## src/hdl/tspg_pkg.sv

```systemverilog
`default_nettype none

package tspg_pkg;

   // Width of the half period and tick counters
   localparam int unsigned PERIOD_WIDTH = 16;

   localparam int unsigned WEIGHT_WIDTH = 24;
   localparam int unsigned CFG_WIDTH    = 16;
   localparam int unsigned COUNT_WIDTH  = 16;
   localparam int unsigned CSR_ADDR_WIDTH = 3;
   localparam int unsigned CSR_DATA_WIDTH = WEIGHT_WIDTH;

   // Item kinds
   localparam logic OP_TICK  = 1'b0;
   localparam logic OP_START = 1'b1;

   // Register indexes
   localparam logic [CSR_ADDR_WIDTH-1:0] CSR_SWITCH_LEVEL       = 3'd0;
   localparam logic [CSR_ADDR_WIDTH-1:0] CSR_DIRECTION_DEADBAND = 3'd1;
   localparam logic [CSR_ADDR_WIDTH-1:0] CSR_START_HALF_PERIOD  = 3'd2;
   localparam logic [CSR_ADDR_WIDTH-1:0] CSR_FLOOR_HALF_PERIOD  = 3'd3;
   localparam logic [CSR_ADDR_WIDTH-1:0] CSR_RAMP_STEP          = 3'd4;
   localparam logic [CSR_ADDR_WIDTH-1:0] CSR_ACCEL_STEPS        = 3'd5;
   localparam logic [CSR_ADDR_WIDTH-1:0] CSR_CRUISE_STEPS       = 3'd6;
   localparam logic [CSR_ADDR_WIDTH-1:0] CSR_DECEL_STEPS        = 3'd7;

   // Register reset values
   localparam logic [WEIGHT_WIDTH-1:0] RST_SWITCH_LEVEL       = 24'd10000;
   localparam logic [CFG_WIDTH-1:0]    RST_DIRECTION_DEADBAND = 16'd100;
   localparam logic [CFG_WIDTH-1:0]    RST_START_HALF_PERIOD  = 16'd1000;
   localparam logic [CFG_WIDTH-1:0]    RST_FLOOR_HALF_PERIOD  = 16'd100;
   localparam logic [CFG_WIDTH-1:0]    RST_RAMP_STEP          = 16'd2;
   localparam logic [CFG_WIDTH-1:0]    RST_ACCEL_STEPS        = 16'd500;
   localparam logic [CFG_WIDTH-1:0]    RST_CRUISE_STEPS       = 16'd1000;
   localparam logic [CFG_WIDTH-1:0]    RST_DECEL_STEPS        = 16'd500;

   typedef enum logic [1:0] {
      PH_IDLE   = 2'd0,
      PH_ACCEL  = 2'd1,
      PH_CRUISE = 2'd2,
      PH_DECEL  = 2'd3
   } phase_type;

   typedef struct packed {
      logic [WEIGHT_WIDTH-1:0] switch_level;
      logic [CFG_WIDTH-1:0]    direction_deadband;
      logic [CFG_WIDTH-1:0]    start_half_period;
      logic [CFG_WIDTH-1:0]    floor_half_period;
      logic [CFG_WIDTH-1:0]    ramp_step;
      logic [CFG_WIDTH-1:0]    accel_steps;
      logic [CFG_WIDTH-1:0]    cruise_steps;
      logic [CFG_WIDTH-1:0]    decel_steps;
   } cfg_type;

   typedef struct packed {
      logic pulse_level;
      logic direction;
      logic busy_res;
      logic move_done;
   } result_type;

   // First phase after from_phase that has a nonzero step count; idle when none is left
   function automatic phase_type next_active(phase_type from_phase, cfg_type cfg);
      logic      acc_on;
      logic      cru_on;
      logic      dec_on;
      phase_type nxt;
      acc_on = (cfg.accel_steps != '0);
      cru_on = (cfg.cruise_steps != '0);
      dec_on = (cfg.decel_steps != '0);
      nxt    = PH_IDLE;
      case (from_phase)
         PH_IDLE: begin
            if (acc_on)      nxt = PH_ACCEL;
            else if (cru_on) nxt = PH_CRUISE;
            else if (dec_on) nxt = PH_DECEL;
         end
         PH_ACCEL: begin
            if (cru_on)      nxt = PH_CRUISE;
            else if (dec_on) nxt = PH_DECEL;
         end
         PH_CRUISE: begin
            if (dec_on)      nxt = PH_DECEL;
         end
         default: nxt = PH_IDLE;
      endcase
      return nxt;
   endfunction

endpackage

`default_nettype wire

```

## src/hdl/trapezoid_step_pulse_generator.sv

```systemverilog
// Trapezoidal step pulse generator.
// Input stream (req_): one item per microsecond tick (tuser = 0) or a start item
// (tuser = 1) with a 24-bit weight in tdata that, if idle, sets the direction beyond the
// deadband and begins a move: acceleration, cruise, deceleration, each a set number of steps.
// Result stream (rsp_): exactly one item per input item, with the pulse level,
// direction and busy flag in tdata and tlast marking the item that ends a move.
// Configuration: csr_we writes csr_wdata into register csr_addr at the clock edge;
// write only while no item is in flight.
// An accepted item waits in the input register and its result then loads into
// the result register, which drives rsp_tvalid; a stalled receiver can hold
// the item in the input register until the result register empties.
// Throughput: one item per cycle while rsp_tready is high; the whole profile update for one
// item is one counter increment, compare and half-period add or subtract, all combinational.
// A stalled receiver holds the result register; the input register keeps taking
// items until it is full too, then req_tready drops.
// Reset clears the valid flags of both registers, the profile state and the direction, and
// loads the configuration registers with their default values.

`default_nettype none

module trapezoid_step_pulse_generator (
   input  wire logic                                   clock,
   input  wire logic                                   reset,
   input  wire logic                                   req_tvalid,
   output logic                                        req_tready,
   input  wire logic [tspg_pkg::WEIGHT_WIDTH-1:0]      req_tdata,  // [23:0] weight
   input  wire logic [0:0]                             req_tuser,  // [0] op
   output logic                                        rsp_tvalid,
   input  wire logic                                   rsp_tready,
   output logic [7:0]                                  rsp_tdata,  // [0] pulse_level,
                                                                   // [1] direction,
                                                                   // [2] busy_res, [7:3] zero
   output logic                                        rsp_tlast,  // move_done
   input  wire logic                                   csr_we,
   input  wire logic [tspg_pkg::CSR_ADDR_WIDTH-1:0]    csr_addr,
   input  wire logic [tspg_pkg::CSR_DATA_WIDTH-1:0]    csr_wdata
);

   localparam int unsigned CW = tspg_pkg::CFG_WIDTH;

   tspg_pkg::cfg_type    cfg_ff, cfg_in;

   logic                            in_valid_ff, in_valid_in;
   logic                            in_op_ff, in_op_in;
   logic [tspg_pkg::WEIGHT_WIDTH-1:0] in_weight_ff, in_weight_in;

   logic                            out_valid_ff, out_valid_in;
   tspg_pkg::result_type            out_res_ff, out_res_in;
   tspg_pkg::result_type            core_res;

   logic                            advance;
   logic                            req_fire;

   // Move the held item into the result register when that register is free or emptying
   assign advance    = in_valid_ff && (!out_valid_ff || rsp_tready);
   assign req_tready = !in_valid_ff || advance;
   assign req_fire   = req_tvalid && req_tready;

   // Register writes
   always_comb begin
      cfg_in = cfg_ff;
      if (csr_we) begin
         unique case (csr_addr)
            tspg_pkg::CSR_SWITCH_LEVEL:       cfg_in.switch_level       = csr_wdata;
            tspg_pkg::CSR_DIRECTION_DEADBAND: cfg_in.direction_deadband = csr_wdata[CW-1:0];
            tspg_pkg::CSR_START_HALF_PERIOD:  cfg_in.start_half_period  = csr_wdata[CW-1:0];
            tspg_pkg::CSR_FLOOR_HALF_PERIOD:  cfg_in.floor_half_period  = csr_wdata[CW-1:0];
            tspg_pkg::CSR_RAMP_STEP:          cfg_in.ramp_step          = csr_wdata[CW-1:0];
            tspg_pkg::CSR_ACCEL_STEPS:        cfg_in.accel_steps        = csr_wdata[CW-1:0];
            tspg_pkg::CSR_CRUISE_STEPS:       cfg_in.cruise_steps       = csr_wdata[CW-1:0];
            tspg_pkg::CSR_DECEL_STEPS:        cfg_in.decel_steps        = csr_wdata[CW-1:0];
            default:                          cfg_in = cfg_ff;
         endcase
      end
   end

   // Input register: load on acceptance, drop once passed on
   always_comb begin
      in_valid_in  = in_valid_ff;
      in_op_in     = in_op_ff;
      in_weight_in = in_weight_ff;
      if (advance) in_valid_in = 1'b0;
      if (req_fire) begin
         in_valid_in  = 1'b1;
         in_op_in     = req_tuser[0];
         in_weight_in = req_tdata;
      end
   end

   tspg_core u_core (
      .clock       (clock),
      .reset       (reset),
      .item_en     (advance),
      .item_op     (in_op_ff),
      .item_weight (in_weight_ff),
      .cfg         (cfg_ff),
      .result      (core_res)
   );

   // Result register: hold while stalled
   always_comb begin
      out_valid_in = out_valid_ff;
      out_res_in   = out_res_ff;
      if (rsp_tready) out_valid_in = 1'b0;
      if (advance) begin
         out_valid_in = 1'b1;
         out_res_in   = core_res;
      end
   end

   always_ff @(posedge clock) begin
      if (reset) begin
         cfg_ff.switch_level       <= tspg_pkg::RST_SWITCH_LEVEL;
         cfg_ff.direction_deadband <= tspg_pkg::RST_DIRECTION_DEADBAND;
         cfg_ff.start_half_period  <= tspg_pkg::RST_START_HALF_PERIOD;
         cfg_ff.floor_half_period  <= tspg_pkg::RST_FLOOR_HALF_PERIOD;
         cfg_ff.ramp_step          <= tspg_pkg::RST_RAMP_STEP;
         cfg_ff.accel_steps        <= tspg_pkg::RST_ACCEL_STEPS;
         cfg_ff.cruise_steps       <= tspg_pkg::RST_CRUISE_STEPS;
         cfg_ff.decel_steps        <= tspg_pkg::RST_DECEL_STEPS;
         in_valid_ff               <= 1'b0;
         out_valid_ff              <= 1'b0;
      end else begin
         cfg_ff                    <= cfg_in;
         in_valid_ff               <= in_valid_in;
         out_valid_ff              <= out_valid_in;
      end
   end

   // Payload needs no reset
   always_ff @(posedge clock) begin
      in_op_ff     <= in_op_in;
      in_weight_ff <= in_weight_in;
      out_res_ff   <= out_res_in;
   end

   assign rsp_tvalid = out_valid_ff;
   assign rsp_tdata  = {5'b0, out_res_ff.busy_res, out_res_ff.direction, out_res_ff.pulse_level};
   assign rsp_tlast  = out_res_ff.move_done;

endmodule

`default_nettype wire

```

## src/hdl/tspg_core.sv

```systemverilog
`default_nettype none

module tspg_core (
   input  wire logic                                  clock,
   input  wire logic                                  reset,
   input  wire logic                                  item_en,
   input  wire logic                                  item_op,
   input  wire logic [tspg_pkg::WEIGHT_WIDTH-1:0]     item_weight,
   input  wire tspg_pkg::cfg_type                     cfg,
   output tspg_pkg::result_type                       result
);

   localparam int unsigned PW = tspg_pkg::PERIOD_WIDTH;
   localparam int unsigned CW = tspg_pkg::COUNT_WIDTH;
   localparam int unsigned WW = tspg_pkg::WEIGHT_WIDTH;

   tspg_pkg::phase_type phase_ff, phase_in;
   logic [CW-1:0]       steps_done_ff, steps_done_in;
   logic [PW-1:0]       half_period_ff, half_period_in;
   logic [PW-1:0]       tick_count_ff, tick_count_in;
   logic                pulse_high_ff, pulse_high_in;
   logic                dir_level_ff, dir_level_in;

   logic                is_start;
   logic                is_idle;
   tspg_pkg::phase_type start_phase;
   tspg_pkg::phase_type follow_phase;
   logic [PW-1:0]       floor_pw;
   logic [PW-1:0]       ramp_pw;
   logic [PW-1:0]       hp_raw;
   logic [PW-1:0]       hp_eff;
   logic [PW-1:0]       tick_inc;
   logic                half_done;
   logic [CW-1:0]       steps_inc;
   logic [CW-1:0]       phase_cnt;
   logic                phase_end;
   logic [PW-1:0]       ramp_hp;
   logic [WW:0]         dir_sum;
   logic [WW:0]         dir_diff;
   logic                dir_up;
   logic                dir_down;

   assign is_start     = (item_op == tspg_pkg::OP_START);
   assign is_idle      = (phase_ff == tspg_pkg::PH_IDLE);
   assign start_phase  = tspg_pkg::next_active(tspg_pkg::PH_IDLE, cfg);
   assign follow_phase = tspg_pkg::next_active(phase_ff, cfg);
   assign floor_pw     = PW'(cfg.floor_half_period);
   assign ramp_pw      = PW'(cfg.ramp_step);

   assign hp_raw    = (phase_ff == tspg_pkg::PH_CRUISE) ? floor_pw : half_period_ff;
   assign hp_eff    = (hp_raw == '0) ? PW'(1) : hp_raw;
   assign tick_inc  = tick_count_ff + PW'(1);
   assign half_done = (tick_inc >= hp_eff) || (tick_inc == '0);
   assign steps_inc = steps_done_ff + CW'(1);
   assign phase_end = (steps_inc >= phase_cnt) || (steps_inc == '0);

   // Direction: the low compare only counts when weight minus deadband does not borrow
   assign dir_sum  = {1'b0, item_weight} + (WW+1)'(cfg.direction_deadband);
   assign dir_diff = {1'b0, item_weight} - (WW+1)'(cfg.direction_deadband);
   assign dir_up   = dir_sum > {1'b0, cfg.switch_level};
   assign dir_down = !dir_diff[WW] && (dir_diff[WW-1:0] < cfg.switch_level);

   always_comb begin
      unique case (phase_ff)
         tspg_pkg::PH_ACCEL:  phase_cnt = cfg.accel_steps;
         tspg_pkg::PH_CRUISE: phase_cnt = cfg.cruise_steps;
         default:             phase_cnt = cfg.decel_steps;
      endcase
   end

   always_comb begin
      unique case (phase_ff)
         tspg_pkg::PH_ACCEL:
            ramp_hp = (half_period_ff > floor_pw) ? half_period_ff - ramp_pw : half_period_ff;
         tspg_pkg::PH_DECEL:
            ramp_hp = half_period_ff + ramp_pw;
         default:
            ramp_hp = half_period_ff;
      endcase
   end

   // Next state
   always_comb begin
      phase_in       = phase_ff;
      steps_done_in  = steps_done_ff;
      half_period_in = half_period_ff;
      tick_count_in  = tick_count_ff;
      pulse_high_in  = pulse_high_ff;
      dir_level_in   = dir_level_ff;
      if (item_en) begin
         if (is_start) begin
            if (is_idle) begin
               if (dir_up)        dir_level_in = 1'b1;
               else if (dir_down) dir_level_in = 1'b0;
               half_period_in = PW'(cfg.start_half_period);
               phase_in       = start_phase;
               steps_done_in  = '0;
               tick_count_in  = '0;
               pulse_high_in  = (start_phase != tspg_pkg::PH_IDLE);
            end
         end else if (!is_idle) begin
            tick_count_in = tick_inc;
            if (half_done) begin
               tick_count_in = '0;
               if (pulse_high_ff) begin
                  pulse_high_in = 1'b0;
               end else begin
                  half_period_in = ramp_hp;
                  steps_done_in  = steps_inc;
                  if (phase_end) begin
                     phase_in      = follow_phase;
                     steps_done_in = '0;
                     pulse_high_in = (follow_phase != tspg_pkg::PH_IDLE);
                  end else begin
                     pulse_high_in = 1'b1;
                  end
               end
            end
         end
      end
   end

   // Result of the current item
   always_comb begin
      result           = '0;
      result.direction = dir_level_in;
      if (is_start) begin
         if (is_idle) begin
            result.pulse_level = (start_phase != tspg_pkg::PH_IDLE);
            result.busy_res    = (start_phase != tspg_pkg::PH_IDLE);
            result.move_done   = (start_phase == tspg_pkg::PH_IDLE);
         end else begin
            result.pulse_level = pulse_high_ff;
            result.busy_res    = 1'b1;
         end
      end else if (!is_idle) begin
         result.pulse_level = pulse_high_ff;
         result.busy_res    = 1'b1;
         result.move_done   = half_done && !pulse_high_ff && phase_end
                              && (follow_phase == tspg_pkg::PH_IDLE);
      end
   end

   always_ff @(posedge clock) begin
      if (reset) begin
         phase_ff       <= tspg_pkg::PH_IDLE;
         steps_done_ff  <= '0;
         half_period_ff <= '0;
         tick_count_ff  <= '0;
         pulse_high_ff  <= 1'b0;
         dir_level_ff   <= 1'b0;
      end else begin
         phase_ff       <= phase_in;
         steps_done_ff  <= steps_done_in;
         half_period_ff <= half_period_in;
         tick_count_ff  <= tick_count_in;
         pulse_high_ff  <= pulse_high_in;
         dir_level_ff   <= dir_level_in;
      end
   end

endmodule

`default_nettype wire
```

## config.mk

```make
export PLATFORM = sky130hd
export DESIGN_NAME = trapezoid_step_pulse_generator
export DESIGN_NICKNAME = d
export VERILOG_FILES = /design/src/hdl/tspg_pkg.sv /design/src/hdl/trapezoid_step_pulse_generator.sv /design/src/hdl/tspg_core.sv
export SDC_FILE = /design/constraint.sdc
export NUM_CORES = 1
export LEC_CHECK = 0
export CORE_MARGIN = 8
export CORE_UTILIZATION = 70
export CTS_BUF_LIST = sky130_fd_sc_hd__clkbuf_4
export DETAILED_ROUTE_END_ITERATION = 16
export DONT_BUFFER_PORTS = 1
export PLACE_DENSITY_LB_ADDON = 0.15
export SYNTH_ARGS = -nofsm -noshare
export SYNTH_HDL_FRONTEND = slang
export SYNTH_HIERARCHICAL = 1
export SYNTH_SLANG_ARGS = --single-unit
```

## constraint.sdc

```tcl
create_clock -name clock -period 7.4 [get_ports clock]
set_input_delay 1.48 -clock clock [delete_from_list [all_inputs] [get_ports clock]]
set_output_delay 1.48 -clock clock [all_outputs]
set_load 0.02 [all_outputs]
```

# Word level (Yosys, flattened, before mapping)
# Index checks and enable logic that the tools add are counted.
classes:
  add_sub_neg: 6
  n_lt_le_gt_ge: 5
  mux: 50
  n_reduce_logical: 44
  n_eq_ne: 14
ops:
  columns: ["op", "count"]
  rows:
  - ["16-bit two-way mux", 17]
  - ["16-bit one-hot mux with 2 select lines", 2]
  - ["16-bit logical NOT", 3]
  - ["16-bit nonzero test", 3]
  - ["16-bit by 1-bit adder with 16-bit output, second input constant", 2]
  - ["16-bit >= comparator", 2]
  - ["24-bit by 16-bit adder with 25-bit output", 1]
  - ["25-bit by 24-bit > comparator with 1-bit output", 1]
  - ["24-bit by 16-bit subtractor with 25-bit output", 1]
  - ["24-bit < comparator", 1]
  - ["2-bit two-way mux", 11]
  - ["1-bit two-way mux", 19]
  - ["16-bit adder", 1]
  - ["16-bit > comparator", 1]
  - ["2-bit AND reduction", 8]
  - ["16-bit subtractor", 1]
  - ["3-bit == test, second input constant", 4]
  - ["2-bit nonzero test", 6]
  - ["7-bit AND reduction", 1]
  - ["3-bit by 2-bit == test with 1-bit output, second input constant", 2]
  - ["1-bit logical AND", 6]
  - ["2-bit logical NOT", 3]
  - ["2-bit one-hot mux with 3 select lines", 1]
  - ["3-bit AND reduction", 2]
  - ["other kinds (12)", 20]
word_totals:
  elab_cells: 141
  ff_bits: 219

# Logic depth before layout (Yosys ltp)
logic_depth:
  word_depth: 11
  mapped_depth: 21

# Hierarchy
# The synthesis kept the hierarchy.
by_module_without_submodules:
  columns: ["mod", "instances", "cells_per_inst", "area_each_um2", "seq_area_each_um2"]
  rows:
  - ["tspg_core", 1, 1240, 9117.5, 1041.0]
  - ["trapezoid_step_pulse_generator", 1, 543, 6388.6, 3633.5]

# Least setup slack after synthesis
# No wires, ideal clock.
synth_timing:
  path_type: "reg2reg"
  start: "reg u_core.phase_ff[0]"
  end: "reg u_core.tick_count_ff[3]"
  arrival_ns: 4.184
  path_stages_with_launch: 18
  slack_ns: 3.142
  period_less_slack_ns: 4.258
  cell_sequence: "dfxtp_1 -> inv_1 -> ha_1 -> clkbuf_1 -> clkbuf_1 -> mux2i_1 -> nand4_1 -> or4_1 -> o211ai_1 -> ha_1 -> nand2b_1 -> a31oi_1 -> o211ai_1 -> a21oi_1 -> o21ai_2 -> or3_2 -> or4_1 -> o21ai_0"
synth_between:
  elab_chain_len: 9
  word_cells_on_any_way: 13
synth_lines:
  columns: ["element", "line", "source"]
  rows:
  - ["from (decl)", "tspg_core.sv:17", "tspg_pkg::phase_type phase_ff, phase_in;"]
  - ["from (signal assigned)", "tspg_core.sv:146", "phase_ff <= tspg_pkg::PH_IDLE;"]
  - ["from (signal assigned)", "tspg_core.sv:153", "phase_ff <= phase_in;"]
  - ["2-bit == test", "tspg_core.sv:50", "assign hp_raw = (phase_ff == tspg_pkg::PH_CRUISE) ? floor_pw : half_period_ff;"]
  - ["16-bit two-way mux", "tspg_core.sv:50", null]
  - ["16-bit logical NOT", "tspg_core.sv:51", "assign hp_eff = (hp_raw == '0) ? PW'(1) : hp_raw;"]
  - ["16-bit two-way mux", "tspg_core.sv:51", null]
  - ["16-bit >= comparator", "tspg_core.sv:53", "assign half_done = (tick_inc >= hp_eff) || (tick_inc == '0);"]
  - ["1-bit logical OR", "tspg_core.sv:53", null]
  - ["16-bit two-way mux", "tspg_core.sv:103", "if (half_done) begin"]
  - ["16-bit two-way mux", "tspg_core.sv:101", "end else if (!is_idle) begin"]
  - ["16-bit two-way mux", "tspg_core.sv:91", "if (is_start) begin"]
  - ["to (signal assigned)", "tspg_core.sv:156", "tick_count_ff <= tick_count_in;"]
  - ["to (decl)", "tspg_core.sv:20", "logic [PW-1:0] tick_count_ff, tick_count_in;"]
# Parallel ways exist; a longest one is shown, timed or not. The select of a mux whose other input is x is not followed.
# A chain may end at the register's enable or synchronous reset.

# Worst setup path after layout
layout_timing:
  start: "reg u_core.phase_ff[0]"
  end: "reg u_core.half_period_ff[10]"
layout_between:
  elab_chain_len: 8
  word_cells_on_any_way: 20
layout_lines:
  columns: ["element", "line", "source"]
  rows:
  - ["2-bit == test", "tspg_core.sv:50", null]
  - ["16-bit two-way mux", "tspg_core.sv:50", null]
  - ["16-bit logical NOT", "tspg_core.sv:51", null]
  - ["16-bit two-way mux", "tspg_core.sv:51", null]
  - ["16-bit >= comparator", "tspg_core.sv:53", null]
  - ["1-bit logical OR", "tspg_core.sv:53", null]
  - ["2-bit nonzero test (no source line)", null, null]
  - ["7-bit AND reduction (no source line)", null, null]
  - ["to (signal assigned)", "tspg_core.sv:155", "half_period_ff <= half_period_in;"]
  - ["to (decl)", "tspg_core.sv:19", "logic [PW-1:0] half_period_ff, half_period_in;"]
# Parallel ways exist; a longest one is shown, timed or not. The select of a mux whose other input is x is not followed.

==> impl_table.tex <==
\begin{tabular}{lr}
\hline
Metric & Value \\
\hline
\multicolumn{2}{l}{\textbf{Status}} \\
\quad Status & finished clean \\
\multicolumn{2}{l}{\textbf{Clock network}} \\
\quad CTS root buffer & sky130\_fd\_sc\_hd\_\_clkbuf\_4 \\
\quad Number of buffers added for setup after CTS & 0 \\
\quad Insertion delay of the later-clocked pin in the worst-skew pair & 0.72 ns \\
\quad TritonCTS buffer count & 55 \\
\quad CTS clock-pin slew for the worst setup and hold paths & 0.06 ns \\
\quad Number of buffers inserted by hold repair at cts & 0 \\
\quad PostCTS Resize Cnt & 0 \\
\quad H-tree lvl count & 2 \\
\quad Total number of clock tree sinks & 219 \\
\quad Maximum count of clock buffers along a single path & 3 \\
\quad CTS tree & yes \\
\multicolumn{2}{l}{\textbf{Floorplan}} \\
\quad Initial core utilization & 0.7127 \\
\quad Die Y-Extent & 164.8 um \\
\quad Number of top-level pins & 68 \\
\quad Horiz. Die Dim & 164.8 um \\
\quad Die ar. & 27170 sq um \\
\quad Row cnt & 54 \\
\quad Placeable core region & 21760 sq um \\
\multicolumn{2}{l}{\textbf{Finish}} \\
\quad Area grow syn2layout & 3.002\% \\
\quad Commonest cells after routing, fill and taps aside & sky130\_fd\_sc\_hd\_\_dfxtp\_1, sky130\_fd\_sc\_hd\_\_mux2i\_1, sky130\_fd\_sc\_hd\_\_ha\_1 \\
\quad Net total in the final layout & 1946 \\
\quad Leading cell type in the layout, fill and taps excluded & sky130\_fd\_sc\_hd\_\_dfxtp\_1 \\
\quad Share of final-layout standard cells stronger than drive strength 1 & 0.06391 \\
\quad Non-filler cells in the finished layout & 2049 \\
\multicolumn{2}{l}{\textbf{Timing}} \\
\quad Aggregate negative setup slack & 0 ns \\
\quad Finish-stage setup viols & 0 \\
\quad Final Skew & 0.06500 ns \\
\quad Max Clock Freq & 197.4 MHz \\
\quad Rel. slew slack & 0.2310 \\
\quad Crit share post-route & 0.6845 \\
\quad Post-layout minimum cycle time & 5.065 ns \\
\quad Total count of max-transition violations in the final report & 0 \\
\quad Total count of hold-check failures in the final report & 0 \\
\quad Worst slew pin tran & 1.147 ns \\
\quad Unrepaired setup endpoints after global routing & no \\
\multicolumn{2}{l}{\textbf{Route}} \\
\quad Remaining routing DRC violations & 0 \\
\quad DR vias/cell & 6.216 \\
\quad Routed len/inst & 18.32 um \\
\quad Post-detailed-routing wire length & 37540 um \\
\quad Starting DRT DRC Count & 1006 \\
\quad Post-route antenna net violation count & 0 \\
\quad First drt pass iteration count & 5 \\
\quad Routed via count & 12740 \\
\multicolumn{2}{l}{\textbf{Placed design}} \\
\quad Placed wire-length estimate after detailed placement & 27530 um \\
\quad Port Buf Inserts & 0 \\
\quad Cell total after placement & 1959 \\
\quad Gpl congestion & 0.9281 \\
\multicolumn{2}{l}{\textbf{Worst setup path}} \\
\quad Worst-case reg-to-reg path depth & 16 \\
\quad Flop-to-flop setup slack & 2.33 ns \\
\quad Largest incremental delay on the critical path & 0.90 ns \\
\quad Worst r2r src & u\_core/phase\_ff[0] \\
\quad Destination of the worst register-to-register timing path & u\_core/half\_period\_ff[10] \\
\quad Critical Path Source Type & register \\
\quad Crit path max-delay cell type & sky130\_fd\_sc\_hd\_\_o21ai\_2 \\
\quad Worst path arrival time & 5.61 ns \\
\quad Cells traversed along the worst timing path & inv\_1 > ha\_1 > buf\_4 > mux2i\_1 > nand4\_1 > or4\_1 > o211ai\_1 > ha\_1 > nand2b\_1 > a31oi\_1 > o211ai\_1 > a21oi\_1 > o21ai\_2 > o21ai\_2 > mux2i\_1 > nor2\_1 \\
\quad Kind of critical path & reg2reg \\
\quad Critical path launch point & u\_core/phase\_ff[0] \\
\quad WP data required & 7.95 ns \\
\quad Critical path fanouts, max & 21 \\
\quad Worst Setup End Kind & register \\
\multicolumn{2}{l}{\textbf{Worst hold path}} \\
\quad Startpoint of the most critical hold path & u\_core/tick\_count\_ff[15] \\
\quad Class of the tightest hold or removal check & reg2reg \\
\quad Hold path cells & 2 \\
\quad End point of the most critical hold path & u\_core/tick\_count\_ff[15] \\
\multicolumn{2}{l}{\textbf{Global route}} \\
\quad Initial antenna violation count & 1 \\
\quad Total GRT Usage & 0.2715 \\
\quad Via count of the first global-routing pass & 12420 \\
\quad Wire length of the first global-routing pass & 60090 um \\
\quad Largest net degree at the start of global routing & 212 \\
\quad Residual overflow from global routing & 0 \\
\multicolumn{2}{l}{\textbf{Logic synthesis}} \\
\quad Flip-flop and latch count after synthesis & 219 \\
\quad Dominant cells by area after synthesis & sky130\_fd\_sc\_hd\_\_dfxtp\_1, sky130\_fd\_sc\_hd\_\_ha\_1, sky130\_fd\_sc\_hd\_\_mux2i\_1 \\
\quad Primary flip-flop cell chosen by synthesis mapping & sky130\_fd\_sc\_hd\_\_dfxtp\_1 \\
\quad Sequential fraction of the synthesis area & 0.3015 \\
\quad Syn Area/Cell & 8.697 sq um \\
\quad Biggest area consumer among synthesized cells & sky130\_fd\_sc\_hd\_\_dfxtp\_1 \\
\quad Count of warnings emitted by yosys & 6 \\
\quad Post-synth cell types & 81 \\
\quad Synth async-reset ratio & 0 \\
\quad Cell count after synthesis & 1783 \\
\quad Cell area after synthesis & 15510 sq um \\
\quad Fraction of post-synthesis cell area in the top cell type by area & 0.2453 \\
\quad Number of flops mapped to enable cells by yosys & 29 \\
\multicolumn{2}{l}{\textbf{Pwr}} \\
\quad Flop pwr share & 0.473 \\
\quad Proportion of total power due to net switching & 0.2816 \\
\quad Part of the total power dissipated in the clock network & 0.373 \\
\quad Peak supply drop & 0.1134 mV \\
\quad Internal Dissipation & 0.001924 W \\
\quad Sw power & 0.0007543 W \\
\quad Total power per unit cell area & 167.7 nW/um\^{}2 \\
\quad Standby leakage power & 6.860 nW \\
\quad Comb pwr share & 0.154 \\
\multicolumn{2}{l}{\textbf{Run}} \\
\quad MaxCap Viol Count & 0 \\
\hline
\end{tabular}
cell families after synthesis:
logic type | Yosys count | synth area share
xor gates and xnor gates | 94 | 0.05309
muxes | 169 | 0.1093
DFF | 219 | 0.3015
AOI/OAI and AO/OA | 340 | 0.1406
buffers and inverters | 204 | 0.06100
adders and majority gates | 153 | 0.1249
other | 1 | 0.0002418
and+or+nand+nor | 603 | 0.2094
worst max-delay path by stage:
stage | endpoint | cells after the start
finish | u_core/half_period_ff[10] | 16
global route | u_core/half_period_ff[10] | 16
CTS | u_core/half_period_ff[10] | 16
detailed placement | u_core/half_period_ff[13] | 16
global placement | u_core/half_period_ff[13] | 16
floorplan | u_core/tick_count_ff[3] | 17
layer usage:
metal  vias up  share of wire  track usage
li1       6262              -            -
met1      5959           0.43       0.3274
met2       410           0.48       0.4626
met3       105          0.053      0.04860
met4         0          0.039       0.1265
met5         -              0            0
state kept, by name (all words and copies together) (netlist names):
name,flops
in_weight_ff,24
u_core/steps_done_ff,16
u_core/tick_count_ff,16
u_core/pulse_high_ff,1
rsp_tlast,1
u_core/phase_ff,2
cfg_ff,136
in_valid_ff,1
u_core/dir_level_ff,1
u_core/half_period_ff,16
rsp_tdata,3
in_op_ff,1
rsp_tvalid,1
worst max-delay path: cells and delay by family, from the launching register on:
kind | cells | cell delay (ns)
compound gates | 6 | 1.72
fa+ha+maj | 2 | 0.85
buf+inv | 2 | 0.51
flops | 1 | 0.33
mux | 2 | 0.62
simple gates | 4 | 0.86
final cells by class:
class	count	area [sq um]
multi-input cells	1364	9907
inverters	91	341.6
clock buffers	78	585.6
clock inverters	11	72.57
well taps	280	350.3
flip-flops and latches	219	4674
diodes	1	2.502
repair buffers	5	37.54
fillers	1709	5784
cells in the mapped netlist (all sizes together) (7+ instances only):
master   instances
nor3            37
nor4            20
xor2            45
nand4           27
and2             8
o211ai          10
o21ai           83
or4             11
dfxtp          190
ha             150
a211oi          20
a2111oi          7
nand2          100
and3            12
nor2b           14
nand2b         136
nor2           140
mux2i          167
a21o            22
or3             18
and4            11
clkbuf          56
o21a            10
a31oi            7
inv             91
o21bai          12
a22oi           17
or2              7
xnor2           49
buf             57
nand3           38
a21oi           95
o31ai           11
edfxtp          29
stage by stage:
| step | cell area [sq um] | hold slack [ns] | worst slack (ns) | util | total power, W |
|---|---|---|---|---|---|
| CTS | 15970 | 0.4543 | 2.365 | 0.7340 | 0.002696 |
| floorplan | 15520 | 0.4319 | 3.142 | - | 0.001625 |
| global placement | 15310 | 0.4352 | 2.635 | 0.7038 | 0.001687 |
| global route | 15970 | 0.4974 | 2.018 | 0.7341 | 0.002807 |
| finish | 15970 | 0.4535 | 2.335 | 0.7341 | 0.002678 |
| detailed placement | 15310 | 0.4460 | 2.450 | 0.7038 | 0.001700 |
power groups by stage:
stage	clock network [W]	registers (W)	logic, W
after CTS	0.00102	0.00127	0.000409
after global placement	0	0.00129	0.000395
after global routing	0.00108	0.00127	0.000457
final	0.000998	0.00127	0.000413
after detailed placement	0	0.00129	0.000407
after floorplan	0	0.00128	0.000345
Power figures use the tool's default switching activity.
